$ cat src/rtl/dws_pkg.sv
package dws_pkg;

  localparam int TIME_WIDTH_DEF = 32;
  localparam int SUM_WIDTH_DEF  = 48;
  localparam int TS_WIDTH       = 32;
  localparam int OUT_WIDTH      = 32;
  localparam int COUNT_WIDTH    = 32;
  localparam int QUEUE_DEPTH    = 2;

  typedef enum logic [1:0] {
    OP_START       = 2'd0,
    OP_FINISH      = 2'd1,
    OP_CLOSE_SHORT = 2'd2,
    OP_CLOSE_LONG  = 2'd3
  } op_t;

  localparam logic WIN_SHORT = 1'b0;
  localparam logic WIN_LONG  = 1'b1;

  typedef struct packed {
    logic                mark;
    logic                finish;
    logic                close;
    logic                win;
    logic [TS_WIDTH-1:0] ts;
  } item_t;

  typedef enum logic {
    BK_IDLE,
    BK_DIV
  } back_state_t;

endpackage

$ cat src/rtl/dws_front.sv
module dws_front (
  input  logic                           clk,
  input  logic                           rst_n,
  input  logic                           in_valid,
  output logic                           in_ready,
  input  logic [1:0]                     in_opcode,
  input  logic [dws_pkg::TS_WIDTH-1:0]   in_timestamp,
  output logic                           q_valid,
  output dws_pkg::item_t                 q_item,
  input  logic                           q_pop
);

  localparam int DEPTH = dws_pkg::QUEUE_DEPTH;
  localparam int PW    = (DEPTH > 1) ? $clog2(DEPTH) : 1;
  localparam int CNTW  = $clog2(DEPTH + 1);
  localparam logic [PW-1:0]   LAST_PTR = PW'(DEPTH - 1);
  localparam logic [CNTW-1:0] FULL_CNT = CNTW'(DEPTH);

  dws_pkg::item_t        queue_r [DEPTH];
  logic [PW-1:0]         wr_ptr_r, wr_ptr_nxt;
  logic [PW-1:0]         rd_ptr_r, rd_ptr_nxt;
  logic [CNTW-1:0]       cnt_r, cnt_nxt;
  dws_pkg::item_t        dec_item;
  logic                  push;
  logic                  pop;

  always_comb begin
    dec_item        = '0;
    dec_item.ts     = in_timestamp;
    unique case (dws_pkg::op_t'(in_opcode))
      dws_pkg::OP_START: begin
        dec_item.mark = 1'b1;
      end
      dws_pkg::OP_FINISH: begin
        dec_item.finish = 1'b1;
      end
      dws_pkg::OP_CLOSE_SHORT: begin
        dec_item.close = 1'b1;
        dec_item.win   = dws_pkg::WIN_SHORT;
      end
      dws_pkg::OP_CLOSE_LONG: begin
        dec_item.close = 1'b1;
        dec_item.win   = dws_pkg::WIN_LONG;
      end
      default: begin
        dec_item.mark = 1'b1;
      end
    endcase
  end

  assign in_ready = (cnt_r != FULL_CNT);
  assign q_valid  = (cnt_r != '0);
  assign q_item   = queue_r[rd_ptr_r];
  assign push     = in_valid && in_ready;
  assign pop      = q_pop && q_valid;

  always_comb begin
    wr_ptr_nxt = wr_ptr_r;
    rd_ptr_nxt = rd_ptr_r;
    cnt_nxt    = cnt_r;
    if (push) begin
      wr_ptr_nxt = (wr_ptr_r == LAST_PTR) ? '0 : wr_ptr_r + 1'b1;
    end
    if (pop) begin
      rd_ptr_nxt = (rd_ptr_r == LAST_PTR) ? '0 : rd_ptr_r + 1'b1;
    end
    if (push && !pop) begin
      cnt_nxt = cnt_r + 1'b1;
    end else if (pop && !push) begin
      cnt_nxt = cnt_r - 1'b1;
    end
  end

  always_ff @(posedge clk) begin
    if (!rst_n) begin
      wr_ptr_r <= '0;
      rd_ptr_r <= '0;
      cnt_r    <= '0;
    end else begin
      wr_ptr_r <= wr_ptr_nxt;
      rd_ptr_r <= rd_ptr_nxt;
      cnt_r    <= cnt_nxt;
    end
  end

  always_ff @(posedge clk) begin
    if (push) begin
      queue_r[wr_ptr_r] <= dec_item;
    end
  end

endmodule

$ cat src/rtl/dws_div.sv
module dws_div #(
  parameter int SUM_WIDTH = dws_pkg::SUM_WIDTH_DEF
) (
  input  logic                            clk,
  input  logic                            rst_n,
  input  logic                            start,
  input  logic [SUM_WIDTH-1:0]            dividend,
  input  logic [dws_pkg::COUNT_WIDTH-1:0] divisor,
  output logic                            done,
  output logic [SUM_WIDTH-1:0]            quotient
);

  localparam int CW   = dws_pkg::COUNT_WIDTH;
  localparam int CNTW = $clog2(SUM_WIDTH + 1);

  logic [SUM_WIDTH-1:0] quo_r, quo_nxt;
  logic [CW-1:0]        rem_r, rem_nxt;
  logic [CW-1:0]        dvs_r;
  logic [CNTW-1:0]      cnt_r, cnt_nxt;
  logic                 done_r, done_nxt;
  logic [CW:0]          trial;
  logic [CW:0]          diff;
  logic                 ge;

  assign trial = {rem_r, quo_r[SUM_WIDTH-1]};
  assign diff  = trial - {1'b0, dvs_r};
  assign ge    = (trial >= {1'b0, dvs_r});

  always_comb begin
    quo_nxt  = quo_r;
    rem_nxt  = rem_r;
    cnt_nxt  = cnt_r;
    done_nxt = 1'b0;
    if (start) begin
      quo_nxt = dividend;
      rem_nxt = '0;
      cnt_nxt = CNTW'(SUM_WIDTH);
    end else if (cnt_r != '0) begin
      quo_nxt  = {quo_r[SUM_WIDTH-2:0], ge};
      rem_nxt  = ge ? diff[CW-1:0] : trial[CW-1:0];
      cnt_nxt  = cnt_r - 1'b1;
      done_nxt = (cnt_r == CNTW'(1));
    end
  end

  always_ff @(posedge clk) begin
    if (!rst_n) begin
      cnt_r  <= '0;
      done_r <= 1'b0;
    end else begin
      cnt_r  <= cnt_nxt;
      done_r <= done_nxt;
    end
  end

  always_ff @(posedge clk) begin
    quo_r <= quo_nxt;
    rem_r <= rem_nxt;
    if (start) begin
      dvs_r <= divisor;
    end
  end

  assign done     = done_r;
  assign quotient = quo_r;

endmodule

$ cat src/rtl/dws_back.sv
module dws_back #(
  parameter int TIME_WIDTH = dws_pkg::TIME_WIDTH_DEF,
  parameter int SUM_WIDTH  = dws_pkg::SUM_WIDTH_DEF
) (
  input  logic                          clk,
  input  logic                          rst_n,
  input  logic                          q_valid,
  input  dws_pkg::item_t                q_item,
  output logic                          q_pop,
  output logic                          out_valid,
  input  logic                          out_ready,
  output logic [dws_pkg::OUT_WIDTH-1:0] out_last_duration,
  output logic [dws_pkg::OUT_WIDTH-1:0] out_short_min,
  output logic [dws_pkg::OUT_WIDTH-1:0] out_short_avg,
  output logic [dws_pkg::OUT_WIDTH-1:0] out_short_max,
  output logic [dws_pkg::OUT_WIDTH-1:0] out_long_min,
  output logic [dws_pkg::OUT_WIDTH-1:0] out_long_avg,
  output logic [dws_pkg::OUT_WIDTH-1:0] out_long_max,
  output logic [dws_pkg::OUT_WIDTH-1:0] out_all_min,
  output logic [dws_pkg::OUT_WIDTH-1:0] out_all_max
);

  localparam int TW = TIME_WIDTH;
  localparam int SW = SUM_WIDTH;
  localparam int OW = dws_pkg::OUT_WIDTH;
  localparam int CW = dws_pkg::COUNT_WIDTH;
  localparam int AW = ((TW > SW) ? TW : SW) + 1;
  localparam logic [TW+OW-1:0] TMASK_W = {{OW{1'b0}}, {TW{1'b1}}};
  localparam logic [OW-1:0]    TMASK_O = TMASK_W[OW-1:0];

  dws_pkg::back_state_t state_r, state_nxt;

  logic [TW-1:0] mark_r;
  logic [OW-1:0] last_r;
  logic [TW-1:0] win_min_r   [2];
  logic [TW-1:0] win_max_r   [2];
  logic [SW-1:0] win_sum_r   [2];
  logic [CW-1:0] win_count_r [2];
  logic [OW-1:0] pub_min_r   [2];
  logic [OW-1:0] pub_avg_r   [2];
  logic [OW-1:0] pub_max_r   [2];
  logic [TW-1:0] total_min_r;
  logic [TW-1:0] total_max_r;
  logic          close_w_r;
  logic          out_valid_r, out_valid_nxt;

  logic             take;
  logic             cnt_nz;
  logic             do_mark;
  logic             do_finish;
  logic             do_empty;
  logic             div_start;
  logic             div_done;
  logic [SW-1:0]    quotient;
  logic [TW+OW-1:0] ts_wide;
  logic [TW-1:0]    ts_w;
  logic [TW-1:0]    dur;
  logic [TW+OW-1:0] dur_wide;
  logic [SW-1:0]    sum_upd [2];
  logic [CW-1:0]    cnt_upd [2];
  logic [AW+SW-1:0] sum_ext [2];
  logic [AW+TW-1:0] dur_ext;
  logic [AW-1:0]    sum_add [2];
  logic [TW+OW-1:0] cmin_wide;
  logic [TW+OW-1:0] cmax_wide;
  logic [TW+OW-1:0] tmin_wide;
  logic [TW+OW-1:0] tmax_wide;
  logic [OW-1:0]    avg_o;

  assign ts_wide  = {{TW{1'b0}}, q_item.ts};
  assign ts_w     = ts_wide[TW-1:0];
  assign dur      = ts_w - mark_r;
  assign dur_wide = {{OW{1'b0}}, dur};
  assign dur_ext  = {{AW{1'b0}}, dur};
  assign cnt_nz   = (win_count_r[q_item.win] != '0);

  always_comb begin
    for (int w = 0; w < 2; w++) begin
      sum_ext[w] = {{AW{1'b0}}, win_sum_r[w]};
      sum_add[w] = sum_ext[w][AW-1:0] + dur_ext[AW-1:0];
      sum_upd[w] = (sum_add[w][AW-1:SW] != '0) ? {SW{1'b1}} : sum_add[w][SW-1:0];
      cnt_upd[w] = (win_count_r[w] == {CW{1'b1}}) ? win_count_r[w]
                                                   : win_count_r[w] + 1'b1;
    end
  end

  assign cmin_wide = {{OW{1'b0}}, win_min_r[close_w_r]};
  assign cmax_wide = {{OW{1'b0}}, win_max_r[close_w_r]};
  assign tmin_wide = {{OW{1'b0}}, total_min_r};
  assign tmax_wide = {{OW{1'b0}}, total_max_r};
  assign avg_o     = quotient[OW-1:0] & TMASK_O;

  always_comb begin
    state_nxt = state_r;
    unique case (state_r)
      dws_pkg::BK_IDLE: begin
        if (take && q_item.close && cnt_nz) begin
          state_nxt = dws_pkg::BK_DIV;
        end
      end
      dws_pkg::BK_DIV: begin
        if (div_done) begin
          state_nxt = dws_pkg::BK_IDLE;
        end
      end
      default: begin
        state_nxt = dws_pkg::BK_IDLE;
      end
    endcase
  end

  always_comb begin
    take      = 1'b0;
    do_mark   = 1'b0;
    do_finish = 1'b0;
    do_empty  = 1'b0;
    div_start = 1'b0;
    unique case (state_r)
      dws_pkg::BK_IDLE: begin
        take      = q_valid && (!out_valid_r || out_ready);
        do_mark   = take && q_item.mark;
        do_finish = take && q_item.finish;
        do_empty  = take && q_item.close && !cnt_nz;
        div_start = take && q_item.close && cnt_nz;
      end
      dws_pkg::BK_DIV: begin
      end
      default: begin
      end
    endcase
  end

  assign q_pop = take;

  always_comb begin
    out_valid_nxt = out_valid_r;
    if (out_ready) begin
      out_valid_nxt = 1'b0;
    end
    if (do_mark || do_finish || do_empty || div_done) begin
      out_valid_nxt = 1'b1;
    end
  end

  dws_div #(
    .SUM_WIDTH (SW)
  ) u_div (
    .clk      (clk),
    .rst_n    (rst_n),
    .start    (div_start),
    .dividend (win_sum_r[q_item.win]),
    .divisor  (win_count_r[q_item.win]),
    .done     (div_done),
    .quotient (quotient)
  );

  always_ff @(posedge clk) begin
    if (!rst_n) begin
      state_r     <= dws_pkg::BK_IDLE;
      out_valid_r <= 1'b0;
      mark_r      <= '0;
      last_r      <= '0;
      total_min_r <= '1;
      total_max_r <= '0;
      close_w_r   <= dws_pkg::WIN_SHORT;
      for (int w = 0; w < 2; w++) begin
        win_min_r[w]   <= '1;
        win_max_r[w]   <= '0;
        win_sum_r[w]   <= '0;
        win_count_r[w] <= '0;
        pub_min_r[w]   <= '0;
        pub_avg_r[w]   <= '0;
        pub_max_r[w]   <= '0;
      end
    end else begin
      state_r     <= state_nxt;
      out_valid_r <= out_valid_nxt;
      if (do_mark) begin
        mark_r <= ts_w;
      end
      if (do_finish) begin
        mark_r <= ts_w;
        last_r <= dur_wide[OW-1:0];
        if (dur < total_min_r) begin
          total_min_r <= dur;
        end
        if (dur > total_max_r) begin
          total_max_r <= dur;
        end
        for (int w = 0; w < 2; w++) begin
          if (dur < win_min_r[w]) begin
            win_min_r[w] <= dur;
          end
          if (dur > win_max_r[w]) begin
            win_max_r[w] <= dur;
          end
          win_sum_r[w]   <= sum_upd[w];
          win_count_r[w] <= cnt_upd[w];
        end
      end
      if (div_start) begin
        close_w_r <= q_item.win;
      end
      if (do_empty) begin
        pub_min_r[q_item.win]   <= '0;
        pub_avg_r[q_item.win]   <= '0;
        pub_max_r[q_item.win]   <= '0;
        win_min_r[q_item.win]   <= '1;
        win_max_r[q_item.win]   <= '0;
        win_sum_r[q_item.win]   <= '0;
        win_count_r[q_item.win] <= '0;
      end
      if (div_done) begin
        pub_min_r[close_w_r]   <= cmin_wide[OW-1:0];
        pub_avg_r[close_w_r]   <= avg_o;
        pub_max_r[close_w_r]   <= cmax_wide[OW-1:0];
        win_min_r[close_w_r]   <= '1;
        win_max_r[close_w_r]   <= '0;
        win_sum_r[close_w_r]   <= '0;
        win_count_r[close_w_r] <= '0;
      end
    end
  end

  assign out_valid         = out_valid_r;
  assign out_last_duration = last_r;
  assign out_short_min     = pub_min_r[dws_pkg::WIN_SHORT];
  assign out_short_avg     = pub_avg_r[dws_pkg::WIN_SHORT];
  assign out_short_max     = pub_max_r[dws_pkg::WIN_SHORT];
  assign out_long_min      = pub_min_r[dws_pkg::WIN_LONG];
  assign out_long_avg      = pub_avg_r[dws_pkg::WIN_LONG];
  assign out_long_max      = pub_max_r[dws_pkg::WIN_LONG];
  assign out_all_min       = tmin_wide[OW-1:0];
  assign out_all_max       = tmax_wide[OW-1:0];

endmodule

$ cat src/rtl/duration_window_statistics_core.sv
// Start and finish items pass through the input queue to the registered result output.
// Closing a non-empty window runs the bit-serial divider that forms the average and
// retires one quotient bit per cycle; an empty close completes like a finish item.
// One start or finish item per cycle with out_ready high; none is taken while dividing.
// Reset (rst_n low, synchronous) clears the input queue, the result and all statistics.
module duration_window_statistics_core #(
  parameter int TIME_WIDTH = dws_pkg::TIME_WIDTH_DEF,
  parameter int SUM_WIDTH  = dws_pkg::SUM_WIDTH_DEF
) (
  input  logic                          clk,
  input  logic                          rst_n,
  input  logic                          in_valid,
  output logic                          in_ready,
  input  logic [1:0]                    in_opcode,
  input  logic [dws_pkg::TS_WIDTH-1:0]  in_timestamp,
  output logic                          out_valid,
  input  logic                          out_ready,
  output logic [dws_pkg::OUT_WIDTH-1:0] out_last_duration,
  output logic [dws_pkg::OUT_WIDTH-1:0] out_short_min,
  output logic [dws_pkg::OUT_WIDTH-1:0] out_short_avg,
  output logic [dws_pkg::OUT_WIDTH-1:0] out_short_max,
  output logic [dws_pkg::OUT_WIDTH-1:0] out_long_min,
  output logic [dws_pkg::OUT_WIDTH-1:0] out_long_avg,
  output logic [dws_pkg::OUT_WIDTH-1:0] out_long_max,
  output logic [dws_pkg::OUT_WIDTH-1:0] out_all_min,
  output logic [dws_pkg::OUT_WIDTH-1:0] out_all_max
);

  logic           q_valid;
  logic           q_pop;
  dws_pkg::item_t q_item;

  dws_front u_front (
    .clk          (clk),
    .rst_n        (rst_n),
    .in_valid     (in_valid),
    .in_ready     (in_ready),
    .in_opcode    (in_opcode),
    .in_timestamp (in_timestamp),
    .q_valid      (q_valid),
    .q_item       (q_item),
    .q_pop        (q_pop)
  );

  dws_back #(
    .TIME_WIDTH (TIME_WIDTH),
    .SUM_WIDTH  (SUM_WIDTH)
  ) u_back (
    .clk               (clk),
    .rst_n             (rst_n),
    .q_valid           (q_valid),
    .q_item            (q_item),
    .q_pop             (q_pop),
    .out_valid         (out_valid),
    .out_ready         (out_ready),
    .out_last_duration (out_last_duration),
    .out_short_min     (out_short_min),
    .out_short_avg     (out_short_avg),
    .out_short_max     (out_short_max),
    .out_long_min      (out_long_min),
    .out_long_avg      (out_long_avg),
    .out_long_max      (out_long_max),
    .out_all_min       (out_all_min),
    .out_all_max       (out_all_max)
  );

endmodule
$ cat config.mk
export PLATFORM = sky130hd
export DESIGN_NAME = duration_window_statistics_core
export DESIGN_NICKNAME = d
export VERILOG_FILES = /design/src/rtl/dws_pkg.sv /design/src/rtl/dws_front.sv /design/src/rtl/dws_div.sv /design/src/rtl/dws_back.sv /design/src/rtl/duration_window_statistics_core.sv
export SDC_FILE = /design/constraint.sdc
export NUM_CORES = 2
export LEC_CHECK = 0
export BUFFER_PORTS_ARGS = -buffer_cell sky130_fd_sc_hd__buf_2
export CORE_MARGIN = 5
export CORE_UTILIZATION = 60
export DETAILED_ROUTE_END_ITERATION = 8
export HOLD_SLACK_MARGIN = 0.06
export PLACE_DENSITY = 0.81
export SLEW_MARGIN = 10
export SYNTH_ARGS = -nofsm -noshare
export SYNTH_HDL_FRONTEND = slang
export SYNTH_SLANG_ARGS = --single-unit
$ cat constraint.sdc
create_clock -name clk -period 14.3 [get_ports clk]
set_input_delay 1.43 -clock clk [delete_from_list [all_inputs] [get_ports clk]]
set_output_delay 1.43 -clock clk [all_outputs]
set_load 0.005 [all_outputs]
== After elaboration in Yosys (flattened, before gate mapping) ==
Memory sizes are Yosys's and may differ from the RTL's. A register that Yosys moved wholly into a read port is not among the register bits.
Index checks and enable logic that the tools add are counted.
Widths: inputs -> output; s select.
Word-level totals
  RAM bits: 552
  word-level logic and storage cells: 186
  memories kept: 8
  flip-flop bits (word level): 254
Memories
  u_back.win_sum_r: depth 2, width 48, read ports 3, clocked after Yosys merged registers in 0, wr ports 4, line dws_back.sv:37  | logic [SW-1:0] win_sum_r [2];
  u_front.queue_r: depth 2, width 36, read ports 1, clocked after Yosys merged registers in 1, wr ports 1, line dws_front.sv:19  | dws_pkg::item_t queue_r [DEPTH];
  u_back.pub_avg_r: depth 2, width 32, read ports 2, clocked after Yosys merged registers in 0, wr ports 2, line dws_back.sv:40  | logic [OW-1:0] pub_avg_r [2];
  u_back.pub_max_r: depth 2, width 32, read ports 2, clocked after Yosys merged registers in 0, wr ports 2, line dws_back.sv:41  | logic [OW-1:0] pub_max_r [2];
  u_back.pub_min_r: depth 2, width 32, read ports 2, clocked after Yosys merged registers in 0, wr ports 2, line dws_back.sv:39  | logic [OW-1:0] pub_min_r [2];
  u_back.win_count_r: depth 2, width 32, read ports 3, clocked after Yosys merged registers in 0, wr ports 4, line dws_back.sv:38  | logic [CW-1:0] win_count_r [2];
  2 more memories
Cells by class
  mux-type cells: 88
  magnitude comparators: 7
  reductions and logical operators: 38
  add/subtract/negate cells: 11
  bitwise gates (word level): 11
  equal/unequal tests: 7
Operator list (number)
  $mux 32: 17
  $mux 48: 6
  $reduce_or 32->1: 6
  $add 48x32->49: 2
  $gt 32x32->1: 3
  $lt 32x32->1: 3
  $add 32x1->32 const B: 2
  $eq 32x32->1 const B: 2
  $sub 32x32->32: 2
  $mux 1: 59
  $ge 33x32->1: 1
  $reduce_bool 32->1: 1
  $logic_and 1x1->1: 12
  $mux 6: 2
  $reduce_bool 2->1: 5
  $or 1x1->1: 8
  $eq 6x1->1 const B: 1
  $reduce_bool 6->1: 1
  $sub 6x1->6 const B: 1
  $eq 2x2->1 const B: 2
  $logic_not 1->1: 4
  $logic_or 1x1->1: 4
  $mux 2: 2
  $pmux 2 s2: 1
  other kinds (11): 15

== Longest topological paths before layout ==
  word-level depth: 11
  depth in mapped cells: 26
  depth with buffers taken out: 22

== Cells and area by module ==
Synthesis repeated with hierarchy kept, for this count alone.
Second synthesis, totals
  cells, all modules: 4547
  area, all modules: 43857.1 um^2
Modules (own cells, without submodules)
  dws_back: times used 1, area each 34440.5 um^2, cells each 3795
  dws_div: times used 1, area each 6563.8 um^2, cells each 612
  dws_front: times used 1, area each 2852.7 um^2, cells each 140

== Worst setup path before layout ==
Ideal clock, no wire load.
  path type: flip-flop to flip-flop
  start: register (tool-made name)
  end: memory u_back.win_min_r[1][25] in the netlist's numbering
  period minus slack after synthesis: 6.195 ns
  stages on the path, launching flop included: 26
  library setup time: 0.129 ns
  data arrival time: 6.066 ns
  buffers on the path: 4
  data required time: 14.171 ns
  path slack: 8.105 ns
  cell sequence: dfxtp_1 > clkbuf_1 > buf_1 > mux2_2 > ha_1 > and3_1 > a221o_1 > a31o_1 > o21ai_0 > o31ai_1 > nand3_1 > nand2_1 > xor2_1 > ha_1 > nand4_1 > or3_1 > a21oi_1 > o41a_1 > or4b_1 > a31oi_1 > o21ai_1 > a211o_1 > buf_6 > buf_6 > mux2i_1 > nand2_1
RTL lines
  to (decl): line dws_back.sv:35  | logic [TW-1:0] win_min_r [2];

==> summary.txt <==
Setup path
  • CP Launch Type: flip-flop
  • Arrival @ worst endpoint: 7.43 ns
  • R2R depth: 21
  • CP endpoint kind: flip-flop
  • Max incr delay on CP: 0.91 ns
  • Crit path buffers/inverters: 2
  • Crit path kind: reg2reg
  • Critical Path RT: 14.84 ns
  • Delay-heaviest family, CP: compound AO/OA/AOI/OAI gates
  • Cell Chain, Critical Path: buf_4 > mux2_2 > ha_1 > and3_1 > nand2_1 > a211oi_1 > o21ai_1 > a211oi_2 > nor2_1 > o311ai_0 > xor2_2 > buf_4 > ha_1 > a21oi_1 > nor2b_1 > o21ai_0 > o2111a_1 > o221ai_1 > a21oi_4 > nand2_1 > o22a_1
  • CP max FO: 27
  • CP max stage cell: a21oi_4
  • WP depth: 21

Detailed routing
  • DRC Markers: 0
  • Average wire per standard cell: 21.2 um
  • Pre-Repair DR Iteration Count: 7
  • 1st-iter DRT viols: 3456
  • Final WL: 122 mm
  • Vias: 34851
  • Vias/cell: 6.09
  • Post-DRT Antenna Nets: 0

Hold path
  • HP Class: reg2reg
  • Hold Crit Start: u_back.out_last_duration[3]$_SDFFE_PN0P_
  • Cells on Worst Hold Path: 2

Timing
  • FMAX: 0.145 GHz
  • Unrepaired setup endpoints after global routing: false
  • Hold WS: 0.456 ns
  • Actual transition at the worst max-transition pin: 1.22 ns
  • Tmin final: 6.88 ns
  • Max-slew violation count: 0
  • Max-slew headroom: 0.183
  • Setup TNS: 0 ns
  • Layout Skew: 0.0326 ns
  • Final hold viol count: 0
  • # setup viols final: 0
  • Fin crit share: 0.481

Place
  • PortBufs: 327
  • Routability Congestion: 0.970
  • HPWL Detailed: 82.5 mm

Clocking
  • CTS tree: built
  • Clock tree root driver cell: clkbuf_16
  • Setup Fix Bufs, Post-CTS: 0
  • Cts hold-fix bufs: 0
  • Clk slew on worst S/H paths: 0.06 ns
  • Htree depth: 3
  • # clock sinks: 808
  • Num CTS Buffers: 84
  • Worst skew pair latency: 0.65 ns
  • Post-cts resize count: 0
  • Bufs on Longest Clock Path: 3

GRT
  • First-pass GRT wire length: 188 mm
  • Gr ovfl total: 0
  • GRT Overall Usage: 0.304
  • Initial antenna violation count: 1
  • Largest net degree at the start of global routing: 113
  • Vias in the first global route: 33199

Logic synthesis
  • Number of synthesized flops with an enable pin: 344
  • Register area share after synthesis: 0.459
  • Most used flip-flop cell after synthesis: dfxtp_1
  • Synth Instances: 4434
  • Yosys reg bits: 808
  • Synthesized area per cell: 9.63 um2
  • Cell area after synthesis: 42700 um2
  • Yosys Warn Count: 0
  • Unique masters post-synth: 90
  • Async SR Flop Fraction: 0
  • Syn Nets: 4797

Layout
  • Antenna cell count: 0
  • Fraction of final layout cells sized beyond drive strength 1: 0.136
  • Fill cell count: 5103
  • Layout area overhead: 13.7%
  • Fin nets: 5074

Floorplan
  • Starting Density: 0.608
  • Core box area: 70300 um2
  • Die ar.: 76600 um2
  • Die X: 277 um
  • Die H: 277 um
  • Num rows: 97
  • # IOs: 328

Outcome
  • Status: finished clean

Flow run
  • Max_cap viols: 0
-- registers in the layout, summed over array words and instances, names as in the netlist, 48 cells and up, named ones only --
signal	flops
u_back.pub_avg_r	64
u_back.win_min_r	64
u_back.u_div.quotient	48
u_back.pub_min_r	64
u_back.win_sum_r	96
u_back.win_max_r	64
u_front.queue_r	72
u_back.win_count_r	64
u_back.pub_max_r	64
-- cells by family (layout without fill, tap and decap cells) --
kind of cell	count (synthesis)	after routing	share of synthesized area
AO/OA/AOI/OAI	948	948	0.137
XOR/XNOR	183	183	0.0379
adder cells (fa/ha/maj)	325	325	0.0959
buffers and inverters	500	849	0.0453
flip-flops	808	808	0.459
multiplexers	348	348	0.0832
AND/OR/NAND/NOR	1322	1322	0.142
-- path summary, 6_finish.rpt --
| kind | slack (ns) | endpoint |
|---|---|---|
| min reg2reg | 0.46 | u_back.out_last_duration[3]$_SDFFE_PN0P_ |
| max | 7.42 | u_back.win_min_r[0][25]$_SDFFE_PP1P_ |
| min | 0.46 | u_back.out_last_duration[3]$_SDFFE_PN0P_ |
| max reg2reg | 7.42 | u_back.win_min_r[0][25]$_SDFFE_PP1P_ |
-- metal layers --
| metal | vias to the layer above | part of all wire | global-route usage |
|---|---|---|---|
| met5 | - | 0.00024 | 0 |
| met4 | 4 | 0.040 | 0.116 |
| met3 | 268 | 0.095 | 0.0684 |
| met2 | 1584 | 0.45 | 0.479 |
| met1 | 16653 | 0.42 | 0.413 |
| li1 | 16342 | - | - |
-- layout make-up --
type | instances | area, um2 | share of cell area
sequential | 808 | 19600 | 0.404
clock buffer | 115 | 2420 | 0.0498
clock inverter | 43 | 651 | 0.0134
inverter | 301 | 1140 | 0.0235
tap | 940 | 1180 | 0.0242
timing repair buffer | 390 | 2110 | 0.0434
multi-input combinational | 3126 | 21500 | 0.442
-- tightest hold or removal path, stage by stage (launching register included) --
cell and delay, ns:
dfxtp_1 0.31, nand2_1 0.05, a21oi_1 0.05
-- per-stage QoR --
stage	setup slack, ns	utilization	instance area (um2)	cells
2_1_floorplan	8.11	-	42700	4434
3_3_place_gp	7.81	0.648	45500	5565
3_5_place_dp	7.59	0.648	45500	5565
4_1_cts	7.50	0.691	48600	5723
5_1_grt	6.98	0.691	48600	5723
6_report	7.42	0.691	48600	5723
-- synthesized netlist by cell type, types with 5 or more instances --
library cell / number / area, um2
and4_1: 11 / 96.3
xnor2_1: 91 / 797
and3_1: 42 / 263
or3_1: 14 / 87.6
a31oi_1: 78 / 488
a22o_1: 6 / 52.6
ha_1: 321 / 4020
o21ai_1: 11 / 55.1
buf_2: 18 / 90.1
a211o_1: 6 / 52.6
nand2b_1: 31 / 194
nand2_1: 357 / 1340
nor2b_1: 25 / 156
dfxtp_1: 464 / 9290
o22a_1: 8 / 70.1
nand4_1: 87 / 544
a2111oi_0: 5 / 43.8
a211oi_1: 51 / 383
xor2_1: 90 / 788
nor3_1: 52 / 260
nor4_1: 33 / 206
inv_1: 297 / 1110
buf_1: 18 / 67.6
and2_1: 79 / 494
mux2i_1: 292 / 2920
o31ai_1: 5 / 37.5
o21a_1: 22 / 165
nand3_1: 71 / 355
a21oi_1: 249 / 1250
a21o_1: 91 / 683
o22ai_1: 5 / 31.3
edfxtp_1: 344 / 10300
a41oi_1: 7 / 61.3
a21boi_0: 5 / 37.5
o211ai_1: 58 / 435
o21ai_0: 276 / 1380
nor2_1: 497 / 1870
o21bai_1: 11 / 82.6
mux2_2: 56 / 631
clkbuf_1: 157 / 589
-- cells in the final DEF, fill, tap and decap left out, drive strengths merged, types with 11 or more instances in the layout --
master / instances
clkbuf: 115
o211ai: 59
bufinv: 16
xnor2: 92
o21ai: 287
inv: 304
edfxtp: 344
a21o: 91
nor2b: 25
nand2b: 31
buf: 390
o21a: 22
and4: 11
o21bai: 11
mux2i: 292
or3: 14
and3: 42
and2: 79
nand4: 87
dfxtp: 464
nor2: 498
clkinv: 21
mux2: 56
ha: 321
nor3: 53
nand2: 357
a211oi: 52
a31oi: 79
nor4: 35
xor2: 91
a21oi: 251
nand3: 71
Power is left out: the tool's default activity adds up to more than one toggle a clock period on the data nets, which glitch-free logic cannot reach.
